[config.mk]
export PLATFORM = sky130hd
export DESIGN_NAME = rms_level_meter_with_decay_core
export DESIGN_NICKNAME = d
export VERILOG_FILES = /design/src/hdl/rlm_pkg.sv /design/src/hdl/rlm_div.sv /design/src/hdl/rlm_sqrt.sv /design/src/hdl/rlm_datapath.sv /design/src/hdl/rlm_ctrl.sv /design/src/hdl/rms_level_meter_with_decay_core.sv
export SDC_FILE = /design/constraint.sdc
export NUM_CORES = 2
export LEC_CHECK = 0
export ABC_AREA = 1
export BUFFER_PORTS_ARGS = -buffer_cell sky130_fd_sc_hd__buf_2
export CAP_MARGIN = 10
export CORE_ASPECT_RATIO = 0.75
export CORE_UTILIZATION = 55
export DETAILED_ROUTE_END_ITERATION = 8
export PLACE_DENSITY_LB_ADDON = 0.05
export SLEW_MARGIN = 20
export SYNTH_ARGS = -nofsm -noshare
export SYNTH_HDL_FRONTEND = slang
export SYNTH_HIERARCHICAL = 1
export SYNTH_SLANG_ARGS = --single-unit
export TNS_END_PERCENT = 50
[constraint.sdc]
create_clock -name clk -period 13 [get_ports clk]
set_clock_uncertainty 0.15 [all_clocks]
set_input_delay 2.6 -clock clk [delete_from_list [all_inputs] [get_ports clk]]
set_output_delay 2.6 -clock clk [all_outputs]
set_load 0.02 [all_outputs]
[src/hdl/rlm_pkg.sv]
// rlm_pkg: shared types, constants and command/status structs for the rms level meter
// used by every module of the block, no dependencies

package rlm_pkg;

    localparam int SAMPLE_WIDTH = 16;
    localparam int MAX_FRAME    = 1024;

    localparam int SUM_W   = 41;
    localparam int CNT_W   = 11;
    localparam int VOL_W   = 16;
    localparam int CFG_W   = 16;
    localparam int IDX_W   = 2;
    localparam int PROD_W  = 2 * SAMPLE_WIDTH - 1;
    localparam int MEAN_W  = 32;
    localparam int ROOT_W  = MEAN_W / 2;
    localparam int DIVR_W  = 16;

    localparam int SQRT_REM_W = ROOT_W + 2;
    localparam int SQRT_SH_W  = SQRT_REM_W + 2;

    localparam int DIV_STEPS = SUM_W;
    localparam int DIV_CNT_W = $clog2(DIV_STEPS);
    localparam int SQRT_CNT_W = $clog2(ROOT_W);

    localparam logic [CNT_W-1:0] CNT_LAST  = CNT_W'(MAX_FRAME - 1);
    localparam logic [VOL_W-1:0] VOL_ONE   = 16'h8000;
    localparam logic [2:0]       LEVEL_MAX = 3'd6;

    localparam logic [CFG_W-1:0] DECAY_RST     = 16'd27853;
    localparam logic [CFG_W-1:0] THRESHOLD_RST = 16'd164;
    localparam logic [CFG_W-1:0] FULL_SCALE_RST = 16'd9830;

    localparam logic [IDX_W-1:0] REG_MUTED      = 2'd0;
    localparam logic [IDX_W-1:0] REG_DECAY      = 2'd1;
    localparam logic [IDX_W-1:0] REG_THRESHOLD  = 2'd2;
    localparam logic [IDX_W-1:0] REG_FULL_SCALE = 2'd3;

    localparam logic [1:0] ACT_SAMPLE = 2'd0;
    localparam logic [1:0] ACT_TICK   = 2'd1;
    localparam logic [1:0] ACT_CLEAR  = 2'd2;

    typedef struct packed {
        logic [1:0]                     action;
        logic signed [SAMPLE_WIDTH-1:0] sample;
        logic                           frame_end;
    } in_item_t;

    typedef struct packed {
        logic [2:0]       meter_level;
        logic [VOL_W-1:0] volume;
    } out_item_t;

    typedef enum logic [3:0] {
        ST_IDLE,
        ST_SQUARE,
        ST_ACCUM,
        ST_MEAN_START,
        ST_MEAN_WAIT,
        ST_SQRT_WAIT,
        ST_VOL_WAIT,
        ST_TICK
    } ctrl_state_t;

    typedef struct packed {
        logic load_item;
        logic square;
        logic accum;
        logic div_start;
        logic div_vol;
        logic sqrt_start;
        logic store_vol;
        logic tick;
        logic clear;
    } ctrl_cmd_t;

    typedef struct packed {
        logic muted;
        logic close_frame;
        logic div_done;
        logic sqrt_done;
        logic out_free;
    } dp_status_t;

endpackage

[src/hdl/rlm_div.sv]
// rlm_div: restoring divider, one quotient bit per cycle
// depends on rlm_pkg

module rlm_div
    import rlm_pkg::*;
(
    input  logic              clk,
    input  logic              rst_n,
    input  logic              start,
    input  logic [SUM_W-1:0]  dividend,
    input  logic [DIVR_W-1:0] divisor,
    output logic              done,
    output logic [SUM_W-1:0]  quotient
);

    logic                 busy_reg, busy_next;
    logic                 done_reg, done_next;
    logic [DIV_CNT_W-1:0] step_reg, step_next;
    logic [SUM_W-1:0]     quo_reg, quo_next;
    logic [DIVR_W-1:0]    rem_reg, rem_next;
    logic [DIVR_W-1:0]    dvs_reg, dvs_next;

    logic [DIVR_W:0] rem_shift;
    logic [DIVR_W:0] rem_diff;
    logic            fits;

    always_comb
    begin
        rem_shift = {rem_reg, quo_reg[SUM_W-1]};
        rem_diff  = rem_shift - {1'b0, dvs_reg};
        fits      = (rem_shift >= {1'b0, dvs_reg});

        busy_next = busy_reg;
        done_next = 1'b0;
        step_next = step_reg;
        quo_next  = quo_reg;
        rem_next  = rem_reg;
        dvs_next  = dvs_reg;

        if (start)
        begin
            busy_next = 1'b1;
            step_next = DIV_CNT_W'(DIV_STEPS - 1);
            quo_next  = dividend;
            rem_next  = '0;
            dvs_next  = divisor;
        end
        else if (busy_reg)
        begin
            // for a nonzero divisor the remainder stays below it, so it fits the divisor width
            rem_next = fits ? rem_diff[DIVR_W-1:0] : rem_shift[DIVR_W-1:0];
            quo_next = {quo_reg[SUM_W-2:0], fits};
            if (step_reg == '0)
            begin
                busy_next = 1'b0;
                done_next = 1'b1;
            end
            else
            begin
                step_next = step_reg - 1'b1;
            end
        end
    end

    always_ff @(posedge clk or negedge rst_n)
    begin
        if (!rst_n)
        begin
            busy_reg <= 1'b0;
            done_reg <= 1'b0;
            step_reg <= '0;
        end
        else
        begin
            busy_reg <= busy_next;
            done_reg <= done_next;
            step_reg <= step_next;
        end
    end

    always_ff @(posedge clk)
    begin
        quo_reg <= quo_next;
        rem_reg <= rem_next;
        dvs_reg <= dvs_next;
    end

    assign done     = done_reg;
    assign quotient = quo_reg;

endmodule

[src/hdl/rlm_sqrt.sv]
// rlm_sqrt: digit-by-digit integer square root, one root bit per cycle
// depends on rlm_pkg

module rlm_sqrt
    import rlm_pkg::*;
(
    input  logic              clk,
    input  logic              rst_n,
    input  logic              start,
    input  logic [MEAN_W-1:0] radicand,
    output logic              done,
    output logic [ROOT_W-1:0] root
);

    logic                  busy_reg, busy_next;
    logic                  done_reg, done_next;
    logic [SQRT_CNT_W-1:0] step_reg, step_next;
    logic [MEAN_W-1:0]     x_reg, x_next;
    logic [ROOT_W-1:0]     root_reg, root_next;
    logic [SQRT_REM_W-1:0] rem_reg, rem_next;

    logic [SQRT_SH_W-1:0] rem_shift;
    logic [SQRT_SH_W-1:0] trial;
    logic [SQRT_SH_W-1:0] rem_diff;
    logic                 ge;

    always_comb
    begin
        rem_shift = {rem_reg, x_reg[MEAN_W-1 -: 2]};
        trial     = {2'b00, root_reg, 2'b01};
        rem_diff  = rem_shift - trial;
        ge        = (rem_shift >= trial);

        busy_next = busy_reg;
        done_next = 1'b0;
        step_next = step_reg;
        x_next    = x_reg;
        root_next = root_reg;
        rem_next  = rem_reg;

        if (start)
        begin
            busy_next = 1'b1;
            step_next = SQRT_CNT_W'(ROOT_W - 1);
            x_next    = radicand;
            root_next = '0;
            rem_next  = '0;
        end
        else if (busy_reg)
        begin
            // partial remainder is bounded by twice the partial root
            rem_next  = ge ? rem_diff[SQRT_REM_W-1:0] : rem_shift[SQRT_REM_W-1:0];
            root_next = {root_reg[ROOT_W-2:0], ge};
            x_next    = {x_reg[MEAN_W-3:0], 2'b00};
            if (step_reg == '0)
            begin
                busy_next = 1'b0;
                done_next = 1'b1;
            end
            else
            begin
                step_next = step_reg - 1'b1;
            end
        end
    end

    always_ff @(posedge clk or negedge rst_n)
    begin
        if (!rst_n)
        begin
            busy_reg <= 1'b0;
            done_reg <= 1'b0;
            step_reg <= '0;
        end
        else
        begin
            busy_reg <= busy_next;
            done_reg <= done_next;
            step_reg <= step_next;
        end
    end

    always_ff @(posedge clk)
    begin
        x_reg    <= x_next;
        root_reg <= root_next;
        rem_reg  <= rem_next;
    end

    assign done = done_reg;
    assign root = root_reg;

endmodule

[src/hdl/rlm_datapath.sv]
// rlm_datapath: config registers, square accumulator, volume register and output register
// depends on rlm_pkg, rlm_div, rlm_sqrt

module rlm_datapath
    import rlm_pkg::*;
(
    input  logic             clk,
    input  logic             rst_n,
    input  in_item_t         in_data,
    input  logic             cfg_valid,
    input  logic [IDX_W-1:0] cfg_index,
    input  logic [CFG_W-1:0] cfg_data,
    input  ctrl_cmd_t        cmd,
    input  logic             out_ready,
    output dp_status_t       status,
    output logic             out_valid,
    output out_item_t        out_data
);

    logic             muted_reg;
    logic [CFG_W-1:0] decay_reg;
    logic [CFG_W-1:0] threshold_reg;
    logic [CFG_W-1:0] full_scale_reg;

    in_item_t          item_reg;
    logic [PROD_W-1:0] prod_reg;
    logic [SUM_W-1:0]  sum_reg, sum_next;
    logic [CNT_W-1:0]  cnt_reg, cnt_next;
    logic [VOL_W-1:0]  vol_reg, vol_next;
    logic              out_valid_reg, out_valid_next;
    out_item_t         out_reg;

    logic [SAMPLE_WIDTH-1:0]   raw;
    logic [SAMPLE_WIDTH-1:0]   mag;
    logic [2*SAMPLE_WIDTH-1:0] square;

    logic              div_done;
    logic [SUM_W-1:0]  div_dividend;
    logic [DIVR_W-1:0] div_divisor;
    logic [SUM_W-1:0]  div_quotient;
    logic              sqrt_done;
    logic [ROOT_W-1:0] sqrt_root;
    logic [VOL_W-1:0]  new_vol;

    logic [VOL_W-1:0] vol_eff;
    logic [VOL_W+2:0] times7;
    logic [2:0]       level;
    logic [31:0]      decay_prod;
    logic [VOL_W:0]   decayed;
    logic [VOL_W-1:0] decayed_sat;

    // magnitude of the sample; the most negative code maps to 1.0
    always_comb
    begin
        raw    = item_reg.sample;
        mag    = raw[SAMPLE_WIDTH-1] ? (~raw + 1'b1) : raw;
        square = mag * mag;
    end

    assign div_dividend = cmd.div_vol ? SUM_W'({sqrt_root, 15'b0}) : sum_reg;
    assign div_divisor  = cmd.div_vol ? full_scale_reg : DIVR_W'(cnt_reg);

    rlm_div u_div (
        .clk      (clk),
        .rst_n    (rst_n),
        .start    (cmd.div_start),
        .dividend (div_dividend),
        .divisor  (div_divisor),
        .done     (div_done),
        .quotient (div_quotient)
    );

    rlm_sqrt u_sqrt (
        .clk      (clk),
        .rst_n    (rst_n),
        .start    (cmd.sqrt_start),
        .radicand (div_quotient[MEAN_W-1:0]),
        .done     (sqrt_done),
        .root     (sqrt_root)
    );

    always_comb
    begin
        // zero full scale saturates, otherwise clamp the ratio to 1.0
        if (full_scale_reg == '0)
            new_vol = VOL_ONE;
        else if (div_quotient > SUM_W'(VOL_ONE))
            new_vol = VOL_ONE;
        else
            new_vol = div_quotient[VOL_W-1:0];
    end

    always_comb
    begin
        vol_eff    = (vol_reg < threshold_reg) ? '0 : vol_reg;
        times7     = {vol_eff, 3'b000} - {3'b000, vol_eff};
        level      = (times7[VOL_W+1:15] > LEVEL_MAX) ? LEVEL_MAX : times7[VOL_W+1:15];
        decay_prod = vol_reg * decay_reg;
        decayed    = decay_prod[31:15];
        decayed_sat = (decayed > {1'b0, VOL_ONE}) ? VOL_ONE : decayed[VOL_W-1:0];
    end

    always_comb
    begin
        sum_next = sum_reg;
        cnt_next = cnt_reg;
        vol_next = vol_reg;
        if (cmd.accum)
        begin
            sum_next = sum_reg + SUM_W'(prod_reg);
            cnt_next = cnt_reg + 1'b1;
        end
        if (cmd.store_vol)
        begin
            sum_next = '0;
            cnt_next = '0;
            vol_next = new_vol;
        end
        if (cmd.tick)
            vol_next = decayed_sat;
        if (cmd.clear)
            vol_next = '0;

        out_valid_next = out_valid_reg;
        if (cmd.tick)
            out_valid_next = 1'b1;
        else if (out_ready)
            out_valid_next = 1'b0;
    end

    always_ff @(posedge clk or negedge rst_n)
    begin
        if (!rst_n)
        begin
            muted_reg      <= 1'b0;
            decay_reg      <= DECAY_RST;
            threshold_reg  <= THRESHOLD_RST;
            full_scale_reg <= FULL_SCALE_RST;
            sum_reg        <= '0;
            cnt_reg        <= '0;
            vol_reg        <= '0;
            out_valid_reg  <= 1'b0;
        end
        else
        begin
            if (cfg_valid)
            begin
                unique case (cfg_index)
                    REG_MUTED:      muted_reg      <= cfg_data[0];
                    REG_DECAY:      decay_reg      <= cfg_data;
                    REG_THRESHOLD:  threshold_reg  <= cfg_data;
                    REG_FULL_SCALE: full_scale_reg <= cfg_data;
                    default:        ;
                endcase
            end
            sum_reg       <= sum_next;
            cnt_reg       <= cnt_next;
            vol_reg       <= vol_next;
            out_valid_reg <= out_valid_next;
        end
    end

    always_ff @(posedge clk)
    begin
        if (cmd.load_item)
            item_reg <= in_data;
        if (cmd.square)
            prod_reg <= square[PROD_W-1:0];
        if (cmd.tick)
        begin
            out_reg.meter_level <= level;
            out_reg.volume      <= vol_eff;
        end
    end

    always_comb
    begin
        status.muted       = muted_reg;
        status.close_frame = item_reg.frame_end || (cnt_reg == CNT_LAST);
        status.div_done    = div_done;
        status.sqrt_done   = sqrt_done;
        status.out_free    = !out_valid_reg || out_ready;
    end

    assign out_valid = out_valid_reg;
    assign out_data  = out_reg;

endmodule

[src/hdl/rlm_ctrl.sv]
// rlm_ctrl: controller state machine sequencing the datapath per item
// depends on rlm_pkg

module rlm_ctrl
    import rlm_pkg::*;
(
    input  logic       clk,
    input  logic       rst_n,
    input  logic       in_valid,
    input  logic [1:0] in_action,
    input  dp_status_t status,
    output logic       in_ready,
    output ctrl_cmd_t  cmd
);

    ctrl_state_t state_reg, state_next;

    always_ff @(posedge clk or negedge rst_n)
    begin
        if (!rst_n)
            state_reg <= ST_IDLE;
        else
            state_reg <= state_next;
    end

    always_comb
    begin
        state_next = state_reg;
        cmd        = '0;
        in_ready   = 1'b0;

        unique case (state_reg)
            ST_IDLE:
            begin
                in_ready = 1'b1;
                if (in_valid)
                begin
                    cmd.load_item = 1'b1;
                    unique case (in_action)
                        ACT_SAMPLE:
                        begin
                            // muted samples leave no trace
                            if (!status.muted)
                                state_next = ST_SQUARE;
                        end
                        ACT_TICK:  state_next = ST_TICK;
                        ACT_CLEAR: cmd.clear = 1'b1;
                        default:   ;
                    endcase
                end
            end
            ST_SQUARE:
            begin
                cmd.square = 1'b1;
                state_next = ST_ACCUM;
            end
            ST_ACCUM:
            begin
                cmd.accum  = 1'b1;
                state_next = status.close_frame ? ST_MEAN_START : ST_IDLE;
            end
            ST_MEAN_START:
            begin
                cmd.div_start = 1'b1;
                state_next    = ST_MEAN_WAIT;
            end
            ST_MEAN_WAIT:
            begin
                if (status.div_done)
                begin
                    cmd.sqrt_start = 1'b1;
                    state_next     = ST_SQRT_WAIT;
                end
            end
            ST_SQRT_WAIT:
            begin
                if (status.sqrt_done)
                begin
                    cmd.div_start = 1'b1;
                    cmd.div_vol   = 1'b1;
                    state_next    = ST_VOL_WAIT;
                end
            end
            ST_VOL_WAIT:
            begin
                if (status.div_done)
                begin
                    cmd.store_vol = 1'b1;
                    state_next    = ST_IDLE;
                end
            end
            ST_TICK:
            begin
                // wait for the output register to free up
                if (status.out_free)
                begin
                    cmd.tick   = 1'b1;
                    state_next = ST_IDLE;
                end
            end
            default:
            begin
                state_next = ST_IDLE;
            end
        endcase
    end

endmodule

[src/hdl/rms_level_meter_with_decay_core.sv]
// rms level meter top: a sample is squared, then accumulated; a frame-closing sample
// also runs two 41-step divider runs and a 16-step root run in series
// a tick waits for any unaccepted item to leave the output register; a clear, a muted
// sample or an ignored item is handled in the idle state; one item in flight at a time
// async active-low reset clears the controller, sums, volume and sets config to defaults
// depends on rlm_pkg, rlm_ctrl, rlm_datapath

module rms_level_meter_with_decay_core
    import rlm_pkg::*;
(
    input  logic             clk,
    input  logic             rst_n,
    input  logic             in_valid,
    output logic             in_ready,
    input  in_item_t         in_data,
    output logic             out_valid,
    input  logic             out_ready,
    output out_item_t        out_data,
    input  logic             cfg_valid,
    output logic             cfg_ready,
    input  logic [IDX_W-1:0] cfg_index,
    input  logic [CFG_W-1:0] cfg_data
);

    ctrl_cmd_t  cmd;
    dp_status_t status;

    assign cfg_ready = 1'b1;

    rlm_ctrl u_ctrl (
        .clk       (clk),
        .rst_n     (rst_n),
        .in_valid  (in_valid),
        .in_action (in_data.action),
        .status    (status),
        .in_ready  (in_ready),
        .cmd       (cmd)
    );

    rlm_datapath u_datapath (
        .clk       (clk),
        .rst_n     (rst_n),
        .in_data   (in_data),
        .cfg_valid (cfg_valid),
        .cfg_index (cfg_index),
        .cfg_data  (cfg_data),
        .cmd       (cmd),
        .out_ready (out_ready),
        .status    (status),
        .out_valid (out_valid),
        .out_data  (out_data)
    );

endmodule

Word-level counts from Yosys, hierarchy flattened
Cells that the tools add are included.
{"block": "op_classes", "n_addsub": 8, "mul": 2, "magnitude_cmp": 6, "eq_ne": 22, "mux": 65, "bitwise": 1, "n_reduce_logical": 21}
{"op": "$mux W41", "n": 5}
{"op": "$mux W16", "n": 9}
{"op": "$mux W32", "n": 2}
{"op": "$add A41 B31 Y41", "n": 1}
{"op": "$gt A41 B16 Y1 const B", "n": 1}
{"op": "$mux W4", "n": 9}
{"op": "$mux W11", "n": 3}
{"op": "$mul A16 B16 Y32", "n": 1}
{"op": "$pmux W4 S8", "n": 1}
{"op": "$mul A16 B16 Y31", "n": 1}
{"op": "$mux W1", "n": 28}
{"op": "$ge A20 B18 Y1", "n": 1}
{"op": "$mux W18", "n": 1}
{"op": "$mux W6", "n": 3}
{"op": "$sub A18 B16 Y18", "n": 1}
{"op": "$sub A18 B18 Y18", "n": 1}
{"op": "$ge A17 B16 Y1", "n": 1}
{"op": "$gt A17 B16 Y1 const B", "n": 1}
{"op": "$add A16 B1 Y16 const B", "n": 1}
{"op": "$eq A4 B3 Y1 const B", "n": 4}
{"op": "$logic_not A16 Y1", "n": 1}
{"op": "$lt A16 B16 Y1", "n": 1}
{"op": "$not A16 Y16", "n": 1}
{"op": "$sub A16 B16 Y16", "n": 1}
{"op": "other kinds (24)", "n": 46}
{"block": "totals", "ff_bits": 342, "in_bits": 42, "out_inout_bits": 22, "word_cells": 152}

Depth between registers and ports, before layout
{"block": "logic_depth", "word_depth": 6, "mapped_depth": 37}

By module
Netlist, hierarchy kept.
{"module": "rlm_datapath", "n_inst": 1, "cells_per_inst": 3524, "area_per_inst_um2": 26897.0, "seq_area_each_um2": 4958.5}
{"module": "rlm_div", "n_inst": 1, "cells_per_inst": 561, "area_per_inst_um2": 4449.3, "seq_area_each_um2": 2232.1}
{"module": "rlm_sqrt", "n_inst": 1, "cells_per_inst": 548, "area_per_inst_um2": 4088.9, "seq_area_each_um2": 1791.7}
{"module": "rlm_ctrl", "n_inst": 1, "cells_per_inst": 56, "area_per_inst_um2": 341.6, "seq_area_each_um2": 75.1}
{"module": "rms_level_meter_with_decay_core", "n_inst": 1, "cells_per_inst": 2, "area_per_inst_um2": 11.3, "seq_area_each_um2": 0.0}

Least setup slack after synthesis
No wires, ideal clock.
{"block": "synth_path", "path_kind": "flip-flop to flip-flop", "from": "register u_datapath.item_reg, in the netlist u_datapath/raw[0]", "to": "register u_datapath.prod_reg[27] (data pin)", "setup_time_ps": 262, "arrival_time_ps": 7003, "path_slack_ps": 5584, "stages_incl_launch_ff": 34, "period_less_slack_ps": 7416, "path_cell_list": "edfxtp_1 > clkinv_1 > clkbuf_1 > ha_1 > inv_1 > nor2_1 > nand2_1 > nor3_2 > nand2_1 > o21ai_0 > or2_2 > nand2_1 > inv_1 > clkbuf_1 > nor2_1 > fa_1 > inv_1 > fa_1 > inv_1 > fa_1 > inv_1 > fa_1 > inv_1 > fa_1 > fa_1 > ha_1 > a21oi_1 > o21ai_0 > o21bai_1 > nor2_1 > o21bai_1 > a21o_1 > a21oi_1 > xor2_1"}
{"block": "synth_via", "elab_chain_len": 4}
{"item": "start, declared", "line": "rlm_datapath.sv:25", "rtl": "in_item_t item_reg;"}
{"item": "start signal, assigned", "line": "rlm_datapath.sv:166", "rtl": "item_reg <= in_data;"}
{"item": "$not A16 Y16", "line": "rlm_datapath.sv:56", "rtl": "mag = raw[SAMPLE_WIDTH-1] ? (~raw + 1'b1) : raw;"}
{"item": "$add A16 B1 Y16", "line": "rlm_datapath.sv:56"}
{"item": "$mux W16 *", "line": "rlm_datapath.sv:56"}
{"item": "$mul A16 B16 Y31 *", "line": "rlm_datapath.sv:57", "rtl": "square = mag * mag;"}
{"item": "named net u_datapath.square[27]", "line": "rlm_datapath.sv:35", "rtl": "logic [2*SAMPLE_WIDTH-1:0] square;"}
{"item": "end signal, assigned", "line": "rlm_datapath.sv:168", "rtl": "prod_reg <= square[PROD_W-1:0];"}
{"item": "end, declared", "line": "rlm_datapath.sv:26", "rtl": "logic [PROD_W-1:0] prod_reg;"}
Mark *: on every way through the listed nets, which the timed path passes. The rest lies on a longest branch.
A chain may end at the register's enable or synchronous reset.

Worst setup path after layout
{"block": "layout_path", "from": "register u_datapath.item_reg, in the netlist u_datapath/raw[0]", "to": "register u_datapath.prod_reg[22] (data pin)"}
Same word-level chain as after synthesis.

==> impl_metrics.json <==
{
  "row_count": 80,
  "yosys_warnings": 6,
  "vias_per_cell": 5.23,
  "arrival_time_worst_endpoint_ns": 8.34,
  "wl_per_cell_um": 16.4,
  "routed_wirelength_um": 91300,
  "final_critical_period_ns": 8.18,
  "reg2reg_setup_slack_ns": 4.82,
  "timing_worst_slew_pin_value_ns": 1.10,
  "setup_tns_ns": 0,
  "insertedDiodeCount": 0,
  "synth-async-reset-ratio_pct": 39.7,
  "final-max-slew-violation-count": 0,
  "numPlacedInstances": 5506,
  "postCtsSetupBuffers": 0,
  "whs_endpoint": "u_datapath/u_sqrt/rem_reg[17]$_SDFFE_PP0P_",
  "yosys_register_bits": 340,
  "critical_path.startpoint": "u_datapath/raw[0]$_DFFE_PP_",
  "timing.reg2reg.worst_path_depth": 31,
  "synth_ff_type": "sky130_fd_sc_hd__edfxtp_1",
  "crit_fanout": 17,
  "htree_levels": 2,
  "post_synth_instance_area_um2": 35800,
  "synth_cells": 4691,
  "ctsResizeCount": 0,
  "hold_path.class": "flop to flop",
  "detailroute.via_count": 29135,
  "first_iter_violations": 2400,
  "remaining_drc_errors": 0,
  "cts_root_buf": "sky130_fd_sc_hd__clkbuf_16",
  "final_count_of_hold_timing_violations": 0,
  "grt_antenna_before_repair": 0,
  "min_from": "u_datapath/u_sqrt/rem_reg[17]$_SDFFE_PP0P_",
  "cts_tree": "yes",
  "outcome": "finished clean",
  "timing.setup.critical_path_class": "flop to flop",
  "gpl.final_weighted_congestion": 0.959,
  "ys_types": 65,
  "core_area_um2": 64000,
  "layout_worst_path_cycle_share_pct": 63.0,
  "floorplan.die.height_um": 223,
  "grt_start_max_net_pins": 75,
  "area.growth.synth_to_final_pct": 6.43,
  "r2r_end": "u_datapath/prod_reg[22]$_DFFE_PP_",
  "grt_overflow": 0,
  "fp.dieW_um": 297,
  "required_time_of_the_critical_path_ns": 13.16,
  "clk_path_buf_depth": 3,
  "floorplan.initialDensity_pct": 56.0,
  "most_frequent_cells_in_the_layout": "sky130_fd_sc_hd__nand2_1, sky130_fd_sc_hd__inv_1, sky130_fd_sc_hd__fa_1",
  "grtUsageTotal_pct": 28.7,
  "layout-drive-gt1-share_pct": 5.71,
  "clock.fmax_mhz": 122,
  "postSynthAreaPerCell_um2": 7.63,
  "most_common_cell_type_on_the_critical_path": "sky130_fd_sc_hd__inv_1",
  "rsz0062_at_grt": "no",
  "wire_length_of_the_first_global_routing_pass_um": 150000,
  "die_area_um2": 66100,
  "crit_path_end_kind": "flop",
  "tritoncts.num_buffers": 38,
  "final_cells": 5576,
  "synth-edff-count": 155,
  "min_delay_path_depth": 2,
  "numClockSinks": 340,
  "clock_latency_ns": 0.59,
  "drtAntennaViolNets": 0,
  "critical_path.max_stage_delay_ns": 0.53,
  "detailedPlacementHpwl_um": 71800,
  "num-nets-final": 5376,
  "io_buffers": 62,
  "design.portCount": 64,
  "finalSetupViolations": 0,
  "layout_commonest_cell": "sky130_fd_sc_hd__nand2_1",
  "detailedRoute.firstPassIterationCount": 5,
  "max-cap-violations": 0,
  "first_global_vias": 28174,
  "critical_path.reg2reg.startpoint": "u_datapath/raw[0]$_DFFE_PP_",
  "synth_seq_area_share_pct": 25.3,
  "clk_pin_slew_worst_paths_ns": 0.06,
  "number_of_hold_buffers_added_after_cts": 0,
  "worst_slew_margin_rel_pct": 26.6,
  "setup.worst_path.start_class": "flop",
  "cpMaxStageDelayCell": "sky130_fd_sc_hd__fa_1"
}
==> area by class of cell <==
class,instances,area (um^2)
sequential,340,9060
tap,861,1080
clock buffer,50,1080
inverter,994,3730
multi-input combinational,3223,22400
clock inverter,20,189
timing repair buffer,88,512
fill,6014,25900
==> how the worst max path moves through the flow <==
| stage | end | slack, ns | cells past startpoint |
|---|---|---|---|
| CTS | u_datapath/prod_reg[22]$_DFFE_PP_ | 4.77 | 31 |
| finish | u_datapath/prod_reg[22]$_DFFE_PP_ | 4.82 | 31 |
| floorplan | u_datapath/prod_reg[27]$_DFFE_PP_ | 5.58 | 33 |
| global route | u_datapath/prod_reg[22]$_DFFE_PP_ | 4.22 | 31 |
| detailed placement | u_datapath/prod_reg[22]$_DFFE_PP_ | 4.77 | 31 |
| global placement | u_datapath/prod_reg[22]$_DFFE_PP_ | 4.96 | 31 |
==> Yosys cell counts, drive strengths merged, types with 10 or more instances <==
library cell | n | area (um^2)
dfxtp | 50 | 1000
dfstp | 19 | 499
o21bai | 16 | 120
o21a | 10 | 75.1
xnor2 | 27 | 236
nor3 | 40 | 210
a21oi | 196 | 1000
buf | 28 | 208
dfrtp | 116 | 2900
inv | 986 | 3700
nor4 | 16 | 100
o211ai | 10 | 75.1
a31oi | 13 | 81.3
nor2 | 324 | 1300
ha | 290 | 3630
clkbuf | 116 | 435
nand3b | 12 | 90.1
nand3 | 178 | 931
o21ai | 210 | 1050
o22ai | 26 | 163
edfxtp | 155 | 4650
fa | 359 | 7190
xor2 | 30 | 263
nand4 | 31 | 209
nand2 | 1377 | 5270
==> cells by family (layout without fill, tap and decap cells) <==
| kind of cell | count (synthesis) | after routing | synth area share, % |
|---|---|---|---|
| flops | 340 | 340 | 25.3 |
| fa+ha+maj | 649 | 649 | 30.2 |
| other cells | 3 | 13 | 0.0315 |
| buf+inv | 1138 | 1152 | 12.2 |
| mux | 1 | 1 | 0.0315 |
| xor+xnor | 57 | 57 | 1.39 |
| compound gates | 509 | 509 | 7.79 |
| simple gates | 1994 | 1994 | 23.0 |
==> per-layer routing <==
metal  wire length [um]  vias up  track usage, %  part of all wire (%)
li1                   -    14422               -                     -
met5                 57        -           0.665                 0.062
met4               1050        2            4.74                   1.2
met1              46400    13747            46.1                    51
met2              35500      885            38.7                    39
met3               8260       79            6.97                   9.0
==> through the flow <==
stage	instance area, um^2	util, %	hold WS (ns)	worst slack, ns
after floorplan	35800	-	0.277	5.58
after global placement	36800	57.6	0.290	4.96
after detailed placement	36800	57.6	0.294	4.77
after CTS	38100	59.5	0.306	4.77
after global routing	38100	59.6	0.340	4.22
final	38100	59.6	0.302	4.82
==> critical path, delay by kind of cell (launching register included) <==
family          cells  cell delay [ns]
fa+ha+maj           8             3.71
simple gates        9             1.46
buf+inv             9             1.28
compound gates      4             0.76
flops               1             0.43
xor+xnor            1             0.15
Power is not shown: default switching activity piles up to over one toggle a cycle in this logic, so the estimate is an artifact.
